===== src/rtl/ready_queue_min_quantum_select_assert.svh =====
// Assertion macros used by the run queue sequencer.
// Every macro samples on clk and is disabled while arst_n is low.
`ifndef READY_QUEUE_MIN_QUANTUM_SELECT_ASSERT_SVH
`define READY_QUEUE_MIN_QUANTUM_SELECT_ASSERT_SVH

// Same-cycle implication.
`define RQMS_ASSERT_NOW(lbl, ante, cons, msg) \
	lbl: assert property (@(posedge clk) disable iff (!arst_n) (ante) |-> (cons)) \
		else $error(msg);

// Next-cycle implication.
`define RQMS_ASSERT_NEXT(lbl, ante, cons, msg) \
	lbl: assert property (@(posedge clk) disable iff (!arst_n) (ante) |=> (cons)) \
		else $error(msg);

`endif


===== src/rtl/rqms_pkg.sv =====
package rqms_pkg;

	localparam int QUEUE_DEPTH  = 16;
	localparam int ID_BITS      = 8;
	localparam int QUANTUM_BITS = 16;

	localparam int IDX_W = $clog2(QUEUE_DEPTH);
	localparam int CNT_W = $clog2(QUEUE_DEPTH + 1);

	typedef enum logic [2:0] {
		FN_PUSH   = 3'd0,
		FN_POP    = 3'd1,
		FN_REMOVE = 3'd2,
		FN_SELECT = 3'd3,
		FN_UPDATE = 3'd4
	} func_t;

	typedef enum logic [1:0] {
		ST_OK      = 2'd0,
		ST_FULL    = 2'd1,
		ST_EMPTY   = 2'd2,
		ST_MISSING = 2'd3
	} status_t;

	// One queue entry as it is stored in the entry memory.
	typedef struct packed {
		logic [ID_BITS-1:0]      id;
		logic                    rdy;
		logic [QUANTUM_BITS-1:0] qnt;
	} entry_t;

	// Result of one operation, handed from the sequencer to the output register.
	typedef struct packed {
		logic                    front_valid;
		logic [ID_BITS-1:0]      front_id;
		logic                    front_ready;
		logic [QUANTUM_BITS-1:0] front_quantum;
		logic [CNT_W-1:0]        occupancy;
		status_t                 status;
	} result_t;

endpackage


===== src/rtl/ready_queue_min_quantum_select.sv =====
// Push, unused codes and any operation on an empty queue go from idle through the
// head read to done. Remove and update scan the entries (read, then evaluate) up
// to the match; remove and pop then move each later entry forward (read, write);
// select scans all entries and moves each entry ahead of the chosen one back.
// One operation at a time: a new transaction is accepted only in idle, after the
// last result has been handed to the output register. Reset empties the queue.
module ready_queue_min_quantum_select (
	input  logic                              clk,
	input  logic                              arst_n,
	input  logic                              in_valid,
	output logic                              in_ready,
	input  logic [2:0]                        func,
	input  logic [rqms_pkg::ID_BITS-1:0]      thread_id,
	input  logic                              ready_flag,
	input  logic [rqms_pkg::QUANTUM_BITS-1:0] quantum_count,
	output logic                              out_valid,
	input  logic                              out_ready,
	output logic                              front_valid,
	output logic [rqms_pkg::ID_BITS-1:0]      front_id,
	output logic                              front_ready,
	output logic [rqms_pkg::QUANTUM_BITS-1:0] front_quantum,
	output logic [rqms_pkg::CNT_W-1:0]        occupancy,
	output logic [1:0]                        status
);

	import rqms_pkg::*;

	// The queue is kept in logical order in one entry memory: the head lives at
	// address zero and the tail just below the entry count. Every operation is
	// carried out by the sequencer as a series of read, modify and write steps.
	logic              mem_we;
	logic [IDX_W-1:0]  mem_waddr;
	entry_t            mem_wdata;
	logic              mem_re;
	logic [IDX_W-1:0]  mem_raddr;
	entry_t            mem_rdata;
	logic              res_valid;
	logic              res_take;
	result_t           res;
	logic              out_valid_q;
	result_t           out_q;

	rqms_ram #(
		.WIDTH ($bits(entry_t)),
		.DEPTH (QUEUE_DEPTH)
	) u_ram (
		.clk   (clk),
		.we    (mem_we),
		.waddr (mem_waddr),
		.wdata (mem_wdata),
		.re    (mem_re),
		.raddr (mem_raddr),
		.rdata (mem_rdata)
	);

	rqms_seq u_seq (
		.clk           (clk),
		.arst_n        (arst_n),
		.in_valid      (in_valid),
		.in_ready      (in_ready),
		.func          (func),
		.thread_id     (thread_id),
		.ready_flag    (ready_flag),
		.quantum_count (quantum_count),
		.mem_we        (mem_we),
		.mem_waddr     (mem_waddr),
		.mem_wdata     (mem_wdata),
		.mem_re        (mem_re),
		.mem_raddr     (mem_raddr),
		.mem_rdata     (mem_rdata),
		.res_valid     (res_valid),
		.res_take      (res_take),
		.res           (res)
	);

	// The output register decouples the two sides: the sequencer goes back to
	// idle and takes the next transaction while a finished result waits here.
	// A new result is only loaded once the held one has been taken.
	assign res_take = !out_valid_q || out_ready;

	always_ff @(posedge clk or negedge arst_n) begin
		if (!arst_n) begin
			out_valid_q <= 1'b0;
		end else if (res_valid && res_take) begin
			out_valid_q <= 1'b1;
		end else if (out_ready) begin
			out_valid_q <= 1'b0;
		end
	end

	always_ff @(posedge clk) begin
		if (res_valid && res_take) begin
			out_q <= res;
		end
	end

	assign out_valid     = out_valid_q;
	assign front_valid   = out_q.front_valid;
	assign front_id      = out_q.front_id;
	assign front_ready   = out_q.front_ready;
	assign front_quantum = out_q.front_quantum;
	assign occupancy     = out_q.occupancy;
	assign status        = out_q.status;

endmodule


===== src/rtl/rqms_ram.sv =====
module rqms_ram #(
	parameter int WIDTH = 8,
	parameter int DEPTH = 16
) (
	input  logic                     clk,
	input  logic                     we,
	input  logic [$clog2(DEPTH)-1:0] waddr,
	input  logic [WIDTH-1:0]         wdata,
	input  logic                     re,
	input  logic [$clog2(DEPTH)-1:0] raddr,
	output logic [WIDTH-1:0]         rdata
);

	logic [WIDTH-1:0] mem_q [DEPTH];

	always_ff @(posedge clk) begin
		if (we) begin
			mem_q[waddr] <= wdata;
		end
		if (re) begin
			rdata <= mem_q[raddr];
		end
	end

endmodule


===== src/rtl/rqms_seq.sv =====
`include "ready_queue_min_quantum_select_assert.svh"

module rqms_seq (
	input  logic                             clk,
	input  logic                             arst_n,
	input  logic                             in_valid,
	output logic                             in_ready,
	input  logic [2:0]                       func,
	input  logic [rqms_pkg::ID_BITS-1:0]     thread_id,
	input  logic                             ready_flag,
	input  logic [rqms_pkg::QUANTUM_BITS-1:0] quantum_count,
	output logic                             mem_we,
	output logic [rqms_pkg::IDX_W-1:0]       mem_waddr,
	output rqms_pkg::entry_t                 mem_wdata,
	output logic                             mem_re,
	output logic [rqms_pkg::IDX_W-1:0]       mem_raddr,
	input  rqms_pkg::entry_t                 mem_rdata,
	output logic                             res_valid,
	input  logic                             res_take,
	output rqms_pkg::result_t                res
);

	import rqms_pkg::*;

	typedef enum logic [6:0] {
		S_IDLE     = 7'b0000001,
		S_SCAN_RD  = 7'b0000010,
		S_SCAN_EV  = 7'b0000100,
		S_MOVE_RD  = 7'b0001000,
		S_MOVE_WR  = 7'b0010000,
		S_FRONT_RD = 7'b0100000,
		S_DONE     = 7'b1000000
	} state_t;

	state_t                  state_q, state_d;
	logic [CNT_W-1:0]        count_q, count_d;
	logic [CNT_W-1:0]        idx_q, idx_d;
	logic [CNT_W-1:0]        pos_q, pos_d;
	status_t                 status_q, status_d;
	logic [2:0]              func_q;
	logic [ID_BITS-1:0]      id_q;
	logic                    rdy_q;
	logic [QUANTUM_BITS-1:0] qnt_q;
	entry_t                  best_q, best_d;

	logic             accept;
	logic [CNT_W-1:0] idx_inc;
	logic [CNT_W-1:0] idx_dec;
	logic             last;
	logic             hit;
	logic             take;
	logic             select_op;
	logic             res_load;

	assign in_ready  = (state_q == S_IDLE);
	assign accept    = in_valid && in_ready;
	assign idx_inc   = CNT_W'(idx_q + 1'b1);
	assign idx_dec   = CNT_W'(idx_q - 1'b1);
	assign last      = (idx_inc == count_q);
	assign hit       = (mem_rdata.id == id_q);
	assign select_op = (func_q == FN_SELECT);
	// The first entry seeds the search; later ones win only if ready and the best is not ready or strictly higher.
	assign take = (idx_q == '0) ||
		(mem_rdata.rdy && (!best_q.rdy || (mem_rdata.qnt < best_q.qnt)));

	always_comb begin
		state_d   = state_q;
		count_d   = count_q;
		idx_d     = idx_q;
		pos_d     = pos_q;
		status_d  = status_q;
		best_d    = best_q;
		mem_we    = 1'b0;
		mem_waddr = idx_q[IDX_W-1:0];
		mem_wdata = mem_rdata;
		mem_re    = 1'b0;
		mem_raddr = idx_q[IDX_W-1:0];

		case (state_q)
			S_IDLE: begin
				if (accept) begin
					status_d = ST_OK;
					idx_d    = '0;
					pos_d    = '0;
					state_d  = S_FRONT_RD;
					case (func_t'(func))
						FN_PUSH: begin
							if (count_q == CNT_W'(QUEUE_DEPTH)) begin
								status_d = ST_FULL;
							end else begin
								mem_we    = 1'b1;
								mem_waddr = count_q[IDX_W-1:0];
								mem_wdata = '{id: thread_id, rdy: ready_flag, qnt: quantum_count};
								count_d   = CNT_W'(count_q + 1'b1);
							end
						end
						FN_POP: begin
							if (count_q == '0) begin
								status_d = ST_EMPTY;
							end else begin
								state_d = S_MOVE_RD;
							end
						end
						FN_REMOVE, FN_SELECT, FN_UPDATE: begin
							if (count_q == '0) begin
								status_d = ST_EMPTY;
							end else begin
								state_d = S_SCAN_RD;
							end
						end
						default: begin
						end
					endcase
				end
			end
			S_SCAN_RD: begin
				mem_re  = 1'b1;
				state_d = S_SCAN_EV;
			end
			S_SCAN_EV: begin
				if (select_op) begin
					if (take) begin
						best_d = mem_rdata;
						pos_d  = idx_q;
					end
					if (last) begin
						idx_d   = take ? idx_q : pos_q;
						state_d = ((take ? idx_q : pos_q) == '0) ? S_FRONT_RD : S_MOVE_RD;
					end else begin
						idx_d   = idx_inc;
						state_d = S_SCAN_RD;
					end
				end else if (hit) begin
					if (func_q == FN_UPDATE) begin
						mem_we    = 1'b1;
						mem_wdata = '{id: mem_rdata.id, rdy: rdy_q, qnt: qnt_q};
						state_d   = S_FRONT_RD;
					end else begin
						state_d = S_MOVE_RD;
					end
				end else if (last) begin
					status_d = ST_MISSING;
					state_d  = S_FRONT_RD;
				end else begin
					idx_d   = idx_inc;
					state_d = S_SCAN_RD;
				end
			end
			S_MOVE_RD: begin
				if (select_op) begin
					// Shift toward the back, then drop the chosen entry at the head.
					if (idx_q == '0) begin
						mem_we    = 1'b1;
						mem_waddr = '0;
						mem_wdata = best_q;
						state_d   = S_FRONT_RD;
					end else begin
						mem_re    = 1'b1;
						mem_raddr = idx_dec[IDX_W-1:0];
						state_d   = S_MOVE_WR;
					end
				end else begin
					// Close the gap by moving each later entry one place forward.
					if (idx_inc >= count_q) begin
						count_d = CNT_W'(count_q - 1'b1);
						state_d = S_FRONT_RD;
					end else begin
						mem_re    = 1'b1;
						mem_raddr = idx_inc[IDX_W-1:0];
						state_d   = S_MOVE_WR;
					end
				end
			end
			S_MOVE_WR: begin
				mem_we  = 1'b1;
				idx_d   = select_op ? idx_dec : idx_inc;
				state_d = S_MOVE_RD;
			end
			S_FRONT_RD: begin
				mem_re    = 1'b1;
				mem_raddr = '0;
				state_d   = S_DONE;
			end
			S_DONE: begin
				if (res_take) begin
					state_d = S_IDLE;
				end
			end
			default: begin
				state_d = S_IDLE;
			end
		endcase
	end

	always_ff @(posedge clk or negedge arst_n) begin
		if (!arst_n) begin
			state_q  <= S_IDLE;
			count_q  <= '0;
			idx_q    <= '0;
			pos_q    <= '0;
			status_q <= ST_OK;
		end else begin
			state_q  <= state_d;
			count_q  <= count_d;
			idx_q    <= idx_d;
			pos_q    <= pos_d;
			status_q <= status_d;
		end
	end

	always_ff @(posedge clk) begin
		best_q <= best_d;
		if (accept) begin
			func_q <= func;
			id_q   <= thread_id;
			rdy_q  <= ready_flag;
			qnt_q  <= quantum_count;
		end
	end

	assign res_valid = (state_q == S_DONE);
	assign res_load  = res_valid && res_take;

	always_comb begin
		res.front_valid   = (count_q != '0);
		res.front_id      = res.front_valid ? mem_rdata.id : '0;
		res.front_ready   = res.front_valid ? mem_rdata.rdy : 1'b0;
		res.front_quantum = res.front_valid ? mem_rdata.qnt : '0;
		res.occupancy     = count_q;
		res.status        = status_q;
	end

	`RQMS_ASSERT_NOW(a_count_bound, 1'b1, count_q <= CNT_W'(QUEUE_DEPTH),
		"entry count exceeds queue depth")
	`RQMS_ASSERT_NOW(a_full_at_depth, res_load && (res.status == ST_FULL),
		res.occupancy == CNT_W'(QUEUE_DEPTH), "full status with free room")
	`RQMS_ASSERT_NOW(a_empty_no_front, res_load && (res.status == ST_EMPTY),
		!res.front_valid, "empty status with a head entry")
	`RQMS_ASSERT_NEXT(a_done_to_idle, res_load, state_q == S_IDLE,
		"sequencer did not return to idle after handing off a result")

endmodule


===== config.mk =====
export PLATFORM = sky130hd
export DESIGN_NAME = ready_queue_min_quantum_select
export DESIGN_NICKNAME = d
export VERILOG_FILES = /design/src/rtl/rqms_pkg.sv /design/src/rtl/ready_queue_min_quantum_select.sv /design/src/rtl/rqms_ram.sv /design/src/rtl/rqms_seq.sv
export VERILOG_INCLUDE_DIRS = /design/src /design/src/rtl
export SDC_FILE = /design/constraint.sdc
export NUM_CORES = 1
export LEC_CHECK = 0
export BUFFER_PORTS_ARGS = -buffer_cell sky130_fd_sc_hd__buf_4
export CORE_ASPECT_RATIO = 1.75
export CORE_MARGIN = 5
export CORE_UTILIZATION = 55
export DETAILED_ROUTE_END_ITERATION = 10
export PLACE_DENSITY = 0.69
export SLEW_MARGIN = 0
export SYNTH_ARGS = -nofsm -noshare
export SYNTH_HDL_FRONTEND = slang
export SYNTH_HIERARCHICAL = 1
export SYNTH_SLANG_ARGS = --single-unit

===== constraint.sdc =====
create_clock -name clk -period 12.1 [get_ports clk]
set_input_delay 0.605 -clock clk [delete_from_list [all_inputs] [get_ports clk]]
set_output_delay 0.605 -clock clk [all_outputs]
set_load 0.03 [all_outputs]

Word-level counts from Yosys, hierarchy flattened
Memories as Yosys holds them, arrays and structs flattened. A register that Yosys moved wholly into a read port is not among the register bits.
Index checks and enable logic that the tools add are counted.
{"block": "totals", "register_bits": 111, "latchBits": 0, "ramBits": 400, "mem_bits_ro": 0, "in_bits": 32, "output_inout_bits": 35, "wordCells": 155, "n_memories": 1}
{"memory": "u_ram.mem_q", "depth": 16, "word_bits": 25, "read_ports": 1, "rd_clocked_by_memory_dff": 1, "write_ports": 1, "line_no": "rqms_ram.sv:14", "rtl": "logic [WIDTH-1:0] mem_q [DEPTH];"}
{"block": "classes", "add_sub_neg": 4, "multipliers": 0, "div": 0, "magnitude_cmp": 2, "n_eq_ne": 28, "shifts": 0, "muxes": 75, "bitwise": 0, "reduce_logical": 26}
{"cell": "2-to-1 mux 25 bit", "count": 5}
{"cell": "one-hot mux 25 bit (3 select lines)", "count": 1}
{"cell": "2-to-1 mux 5 bit", "count": 13}
{"cell": "2-to-1 mux 17 bit", "count": 3}
{"cell": "one-hot mux 7 bit (7 select lines)", "count": 1}
{"cell": "2-to-1 mux 6 bit", "count": 7}
{"cell": "2-to-1 mux 7 bit", "count": 6}
{"cell": "2-to-1 mux 4 bit", "count": 8}
{"cell": "one-hot mux 5 bit (2 select lines)", "count": 2}
{"cell": "< comparator 16 bit", "count": 1}
{"cell": "2-to-1 mux 1 bit", "count": 16}
{"cell": "one-hot mux 4 bit (2 select lines)", "count": 2}
{"cell": "logical NOT 5 bit", "count": 3}
{"cell": "one-hot mux 5 bit (3 select lines)", "count": 1}
{"cell": "!= test 2 bit, second input constant", "count": 7}
{"cell": "one-hot mux 7 bit (2 select lines)", "count": 1}
{"cell": "adder 5 x 1 -> 5 bit, second input constant", "count": 2}
{"cell": "2-to-1 mux 2 bit", "count": 5}
{"cell": "subtractor 5 x 1 -> 5 bit, second input constant", "count": 2}
{"cell": "equality test 3 x 2 -> 1 bit, second input constant", "count": 3}
{"cell": "equality test 8 bit", "count": 1}
{"cell": "one-hot mux 2 bit (2 select lines)", "count": 2}
{"cell": "equality test 7 x 1 -> 1 bit, second input constant", "count": 1}
{"cell": "equality test 7 x 2 -> 1 bit, second input constant", "count": 1}
{"cell": "other kinds (29)", "count": 41}

Depth between registers and ports, before layout
{"block": "logic_depth", "word_depth": 10, "mapped_depth": 16, "ltp_nobuf": 14}

Cells and area by module
The synthesis kept the hierarchy.
{"mod": "rqms_ram", "instances": 1, "cells_each": 660, "area_per_inst_um2": 15801.4, "seq_area_each_um2": 12762.2}
{"mod": "rqms_seq", "instances": 1, "cells_each": 492, "area_per_inst_um2": 4974.8, "seq_area_each_um2": 2193.4}
{"mod": "ready_queue_min_quantum_select", "instances": 1, "cells_each": 37, "area_per_inst_um2": 1044.8, "seq_area_each_um2": 1016.0}

Least setup slack after synthesis
No wires, ideal clock.
{"block": "synth_path", "path_kind": "register to register", "from": "register u_seq.state_q[3]", "to": "memory u_ram/mem_q[0][0] (netlist name), enable pin", "setup_time_ps": 438, "arrival_ps": 4629, "required_time_ps": 11662, "slack_ps": 7033, "path_stages_with_launch": 11, "n_path_buf": 3, "synth_period_minus_slack_ps": 5067, "path_cell_list": "dfrtp_1 -> or4_4 -> or3_1 -> buf_6 -> inv_6 -> and4_1 -> buf_6 -> buf_4 -> mux2_2 -> or3b_2 -> nor3_1"}
{"block": "synth_via", "word_cells_on_any_way": 11, "classes_between": "eq/ne: 4; mux: 6; reduce/logical: 1"}
{"item": "start, declared", "line_no": "rqms_seq.sv:35", "rtl": "state_t state_q, state_d;"}
{"item": "start signal, assigned", "line_no": "rqms_seq.sv:203", "rtl": "state_q <= state_d;"}
{"item": "equality test 7 x 1 -> 1 bit *", "line_no": "rqms_seq.sv:55", "rtl": "assign in_ready = (state_q == S_IDLE);"}
{"item": "via in_ready", "line_no": "ready_queue_min_quantum_select.sv:11", "rtl": "output logic in_ready,"}
{"item": "logical AND 1 bit", "line_no": "rqms_seq.sv:56", "rtl": "assign accept = in_valid && in_ready;"}
{"item": "2-to-1 mux 4 bit", "line_no": "rqms_seq.sv:81", "rtl": "if (accept) begin"}
{"item": "one-hot mux 4 bit (2 select lines) *", "line_no": "rqms_seq.sv:79", "rtl": "case (state_q)"}
{"item": "via mem_waddr[3]", "line_no": "ready_queue_min_quantum_select.sv:32", "rtl": "logic [IDX_W-1:0] mem_waddr;"}
{"item": "end, declared", "line_no": "rqms_ram.sv:14"}
Mark *: on every way through the listed nets, which the timed path passes. The rest lies on a longest branch.

Worst setup path in the final report
{"block": "layout_path", "from": "register u_seq.idx_q[0]", "to": "register u_ram.rdata[4] (read register of u_ram.mem_q) (data pin)"}
{"block": "layout_via", "elab_chain_len": 5, "word_cells_on_any_way": 12, "classes_between": "add/sub: 2; order compare: 1; mux: 8; reduce/logical: 1"}
{"item": "start, declared", "line_no": "rqms_seq.sv:37", "rtl": "logic [CNT_W-1:0] idx_q, idx_d;"}
{"item": "start signal, assigned", "line_no": "rqms_seq.sv:205", "rtl": "idx_q <= idx_d;"}
{"item": "adder 5 x 1 -> 5 bit", "line_no": "rqms_seq.sv:57", "rtl": "assign idx_inc = CNT_W'(idx_q + 1'b1);"}
{"item": ">= comparator 5 bit", "line_no": "rqms_seq.sv:164", "rtl": "if (idx_inc >= count_q) begin"}
{"item": "2-to-1 mux 4 bit", "line_no": "rqms_seq.sv:164"}
{"item": "2-to-1 mux 4 bit", "line_no": "rqms_seq.sv:150", "rtl": "if (select_op) begin"}
{"item": "one-hot mux 4 bit (2 select lines) *", "line_no": "rqms_seq.sv:79"}
{"item": "via mem_raddr[0]", "line_no": "ready_queue_min_quantum_select.sv:35", "rtl": "logic [IDX_W-1:0] mem_raddr;"}
{"item": "end, declared", "line_no": "rqms_ram.sv:11", "rtl": "output logic [WIDTH-1:0] rdata"}
Marks and branches as above.
A chain may end at the register's enable or synchronous reset.

==> out/qor.csv <==
metric,value,unit
p_total,4.73,mW
share_comb_of_total_power,0.188,
synth_top_cells_by_area,"sky130_fd_sc_hd__edfxtp_1, sky130_fd_sc_hd__mux4_2, sky130_fd_sc_hd__dfrtp_1, sky130_fd_sc_hd__a22oi_1, sky130_fd_sc_hd__ha_1",
worstSkewPairLatency,570,ps
root_buffer,sky130_fd_sc_hd__clkbuf_16,
critical_path_peak_fanout,37,
timing.final.crit_period,5900,ps
die_y,273,µm
finalMaxSlewViolations,0,
crit_chain,"inv_1, ha_1, ha_1, and4_1, a21oi_1, o211ai_1, o21ai_0, a22o_4, buf_4, buf_4, mux4_2, a22oi_1, nand2_1",
crit_buf_inv,3,
cts.path.max_buffers,3,
initialDrtViolationCount,1144,
finalCritPeriodShare,0.487,
ys_seq_area_frac,0.732,
synth_flop_cell,sky130_fd_sc_hd__edfxtp_1,
class_of_the_tightest_hold_or_removal_check,in -> reg,
crit_type,reg -> reg,
buffer_ports.inserted,66,
worst_setup_hold_path_clk_slew,70,ps
post_synth_num_cell_types,79,
seqPwrFrac,0.514,
synth-warning-count,6,
hold_viol_final,0,
outcome,"complete, no violations",
clock_share_of_power,0.298,
globalRouteTotalUtil,0.233,
num_io_pins,67,
switchingPower,1.31,mW
post_synth_instance_area,0.0218,mm²
first_pass_grt_wire_length,75.7,mm
layout-drive-gt1-share,0.226,
floorplan.die.width,161,µm
area_growth_syn_to_layout,11.7,%
syn-mean-instance-area,18.4,µm²
vdd_ir_drop_max,0.111,mV
post_drt_via_cell_ratio,6.50,
tritoncts_clock_tree,built,
rsz0062_at_grt,false,
num-nets-final,1334,
drt_first_pass_iters,6,
maxClockFrequency,0.170,GHz
number_of_global_route_vias_before_repair,11900,
layout.cells.most_common,sky130_fd_sc_hd__edfxtp_1,
timing.critical_path.max_delay_family,compound AO/OA/AOI/OAI gates,
finalSetupTns,0,ps
tightestPinTransition,1170,ps
cp.arrival,6210,ps
yosysTopAreaCellShare,0.703,
numClockSinks,536,
design.die.area,0.0439,mm²
synth_enable_flop_cells,511,
power_leakage,8.07,nW
end_kind,flip-flop,
cts.htree.levels,2,
postSynth.asyncResetShare,0.0466,
crit_path_start_kind,flip-flop,
cts_repair_resize_count,0,
grt_max_degree,62,
postSynthNetCount,1248,
power_report.internal_total,3.42,mW
max_cap_violations,0,
cp_data_required_time,12410,ps
hpwlAfterDp,30.3,mm
netSwitchingFraction,0.277,
routed_wire_length_per_instance,28.5,µm
drcViolationCount,0,
crit_slowest_cell,sky130_fd_sc_hd__buf_4,
core_area,0.0393,mm²
final.setup_skew,19.1,ps
antenna_cells_inserted,0,
worst_max_slew_margin_expressed_relative_to_the_limit,0.221,
cell_taking_the_most_area_after_synthesis,sky130_fd_sc_hd__edfxtp_1,
flip_flop_and_latch_count_after_synthesis,536,
numCtsBuffers,46,
postRouteWirelength,51.1,mm
gp_congestion,0.979,
row_count,96,
report.final.setup_viol,0,
global_route.overflow_total,0,
grt_antenna_before_repair,0,
critical-path-max-stage-delay,700,ps
initial_standard_cell_utilization_of_the_core,0.556,
synthesis.instances,1189,
route.antenna.remaining_nets,0,
layout.cells.most_common_list,"sky130_fd_sc_hd__edfxtp_1, sky130_fd_sc_hd__mux4_2, sky130_fd_sc_hd__buf_4, sky130_fd_sc_hd__nand2_1, sky130_fd_sc_hd__a22oi_1",
dr_total_vias,11700,
power_density,194,mW/mm²
[state kept, by name (all words and copies together) (netlist names), 7 cells and up]
name	flops
u_seq/best_q	25
u_seq/id_q	8
u_ram/rdata	25
u_seq/state_q	7
u_ram/mem_q	400
front_id	8
front_quantum	16
u_seq/qnt_q	16
[kinds of logic (layout without fill, tap and decap cells)]
| logic type | after synthesis | count (layout) | synth area share |
|---|---|---|---|
| flip-flops | 536 | 536 | 0.732 |
| AND/OR/NAND/NOR | 221 | 221 | 0.0519 |
| AO/OA/AOI/OAI | 182 | 182 | 0.0643 |
| multiplexers | 111 | 111 | 0.108 |
| buffers and inverters | 95 | 210 | 0.0208 |
| adder cells (fa/ha/maj) | 27 | 27 | 0.0158 |
| XOR/XNOR | 17 | 17 | 0.00682 |
[per-layer routing]
metal  GRT usage  part of all wire
met1       0.285              0.36
met2       0.421              0.54
met3      0.0368             0.067
met4      0.0827             0.037
met5           0                 0
[worst reg2reg max path, delay by kind of cell, from the launching register on]
kind | cells | cell delay [ps]
mux | 1 | 600
compound gates | 5 | 1680
buf+inv | 3 | 1700
simple gates | 2 | 300
flops | 1 | 640
fa+ha+maj | 2 | 740
[final cells by class]
type,instances,area [µm²]
inverter,43,166
clock buffer,49,1160
fill,2721,14900
clock inverter,28,243
sequential,536,16000
timing repair buffer,90,678
tap,490,613
multi-input combinational,558,5540
[worst paths after layout]
| kind | endpoint | cells after the start | slack [ps] | from |
|---|---|---|---|---|
| min | u_seq/qnt_q[15] | 1 | 220 | quantum_count[15] |
| min reg2reg | status[0] | 0 | 450 | u_seq/status_q[0] |
| min in group asynchronous | u_seq/pos_q[4] | 2 | 490 | arst_n |
| max in group asynchronous | u_seq/state_q[0] | 2 | 11300 | arst_n |
| max reg2reg | u_ram/rdata[4] | 13 | 6200 | u_seq/idx_q[0] |
| max | u_ram/rdata[4] | 13 | 6200 | u_seq/idx_q[0] |
[cell usage after synthesis (13+ instances only)]
library cell,instances
sky130_fd_sc_hd__a222oi_1,18
sky130_fd_sc_hd__nor2_1,35
sky130_fd_sc_hd__xnor2_1,14
sky130_fd_sc_hd__inv_1,40
sky130_fd_sc_hd__edfxtp_1,511
sky130_fd_sc_hd__dfrtp_1,24
sky130_fd_sc_hd__and2_1,27
sky130_fd_sc_hd__a21oi_1,17
sky130_fd_sc_hd__a22oi_1,50
sky130_fd_sc_hd__nor3_1,15
sky130_fd_sc_hd__clkbuf_1,23
sky130_fd_sc_hd__nand2b_1,13
sky130_fd_sc_hd__nand2_1,81
sky130_fd_sc_hd__mux4_2,100
sky130_fd_sc_hd__o21ai_0,23
sky130_fd_sc_hd__ha_1,26
[power groups by stage]
stage | combinational (mW) | sequential, mW | clock, mW
2_1_floorplan | 0.604 | 2.44 | 0
3_3_place_gp | 0.859 | 2.47 | 0
3_5_place_dp | 0.884 | 2.47 | 0
4_1_cts | 0.888 | 2.43 | 1.43
5_1_grt | 0.964 | 2.44 | 1.51
6_report | 0.891 | 2.43 | 1.41
[per-stage QoR]
| step | instance area (µm²) | instances | setup WS (ps) | hold WS, ps | utilization |
|---|---|---|---|---|---|
| final | 24400 | 1794 | 6200 | 219 | 0.621 |
| after global routing | 24400 | 1794 | 5740 | 207 | 0.621 |
| after CTS | 24400 | 1794 | 6220 | 208 | 0.621 |
| after detailed placement | 23000 | 1716 | 6230 | 429 | 0.585 |
| after global placement | 23000 | 1716 | 6290 | 430 | 0.585 |
| after floorplan | 21800 | 1189 | 7030 | 309 | - |
[repair_timing]
item                      in CTS  in global routing
hold endpoints to repair      24                  0
buffers inserted               0                  0
hold buffers                   1                  0
No activity file was read; power rests on OpenSTA's default activity.
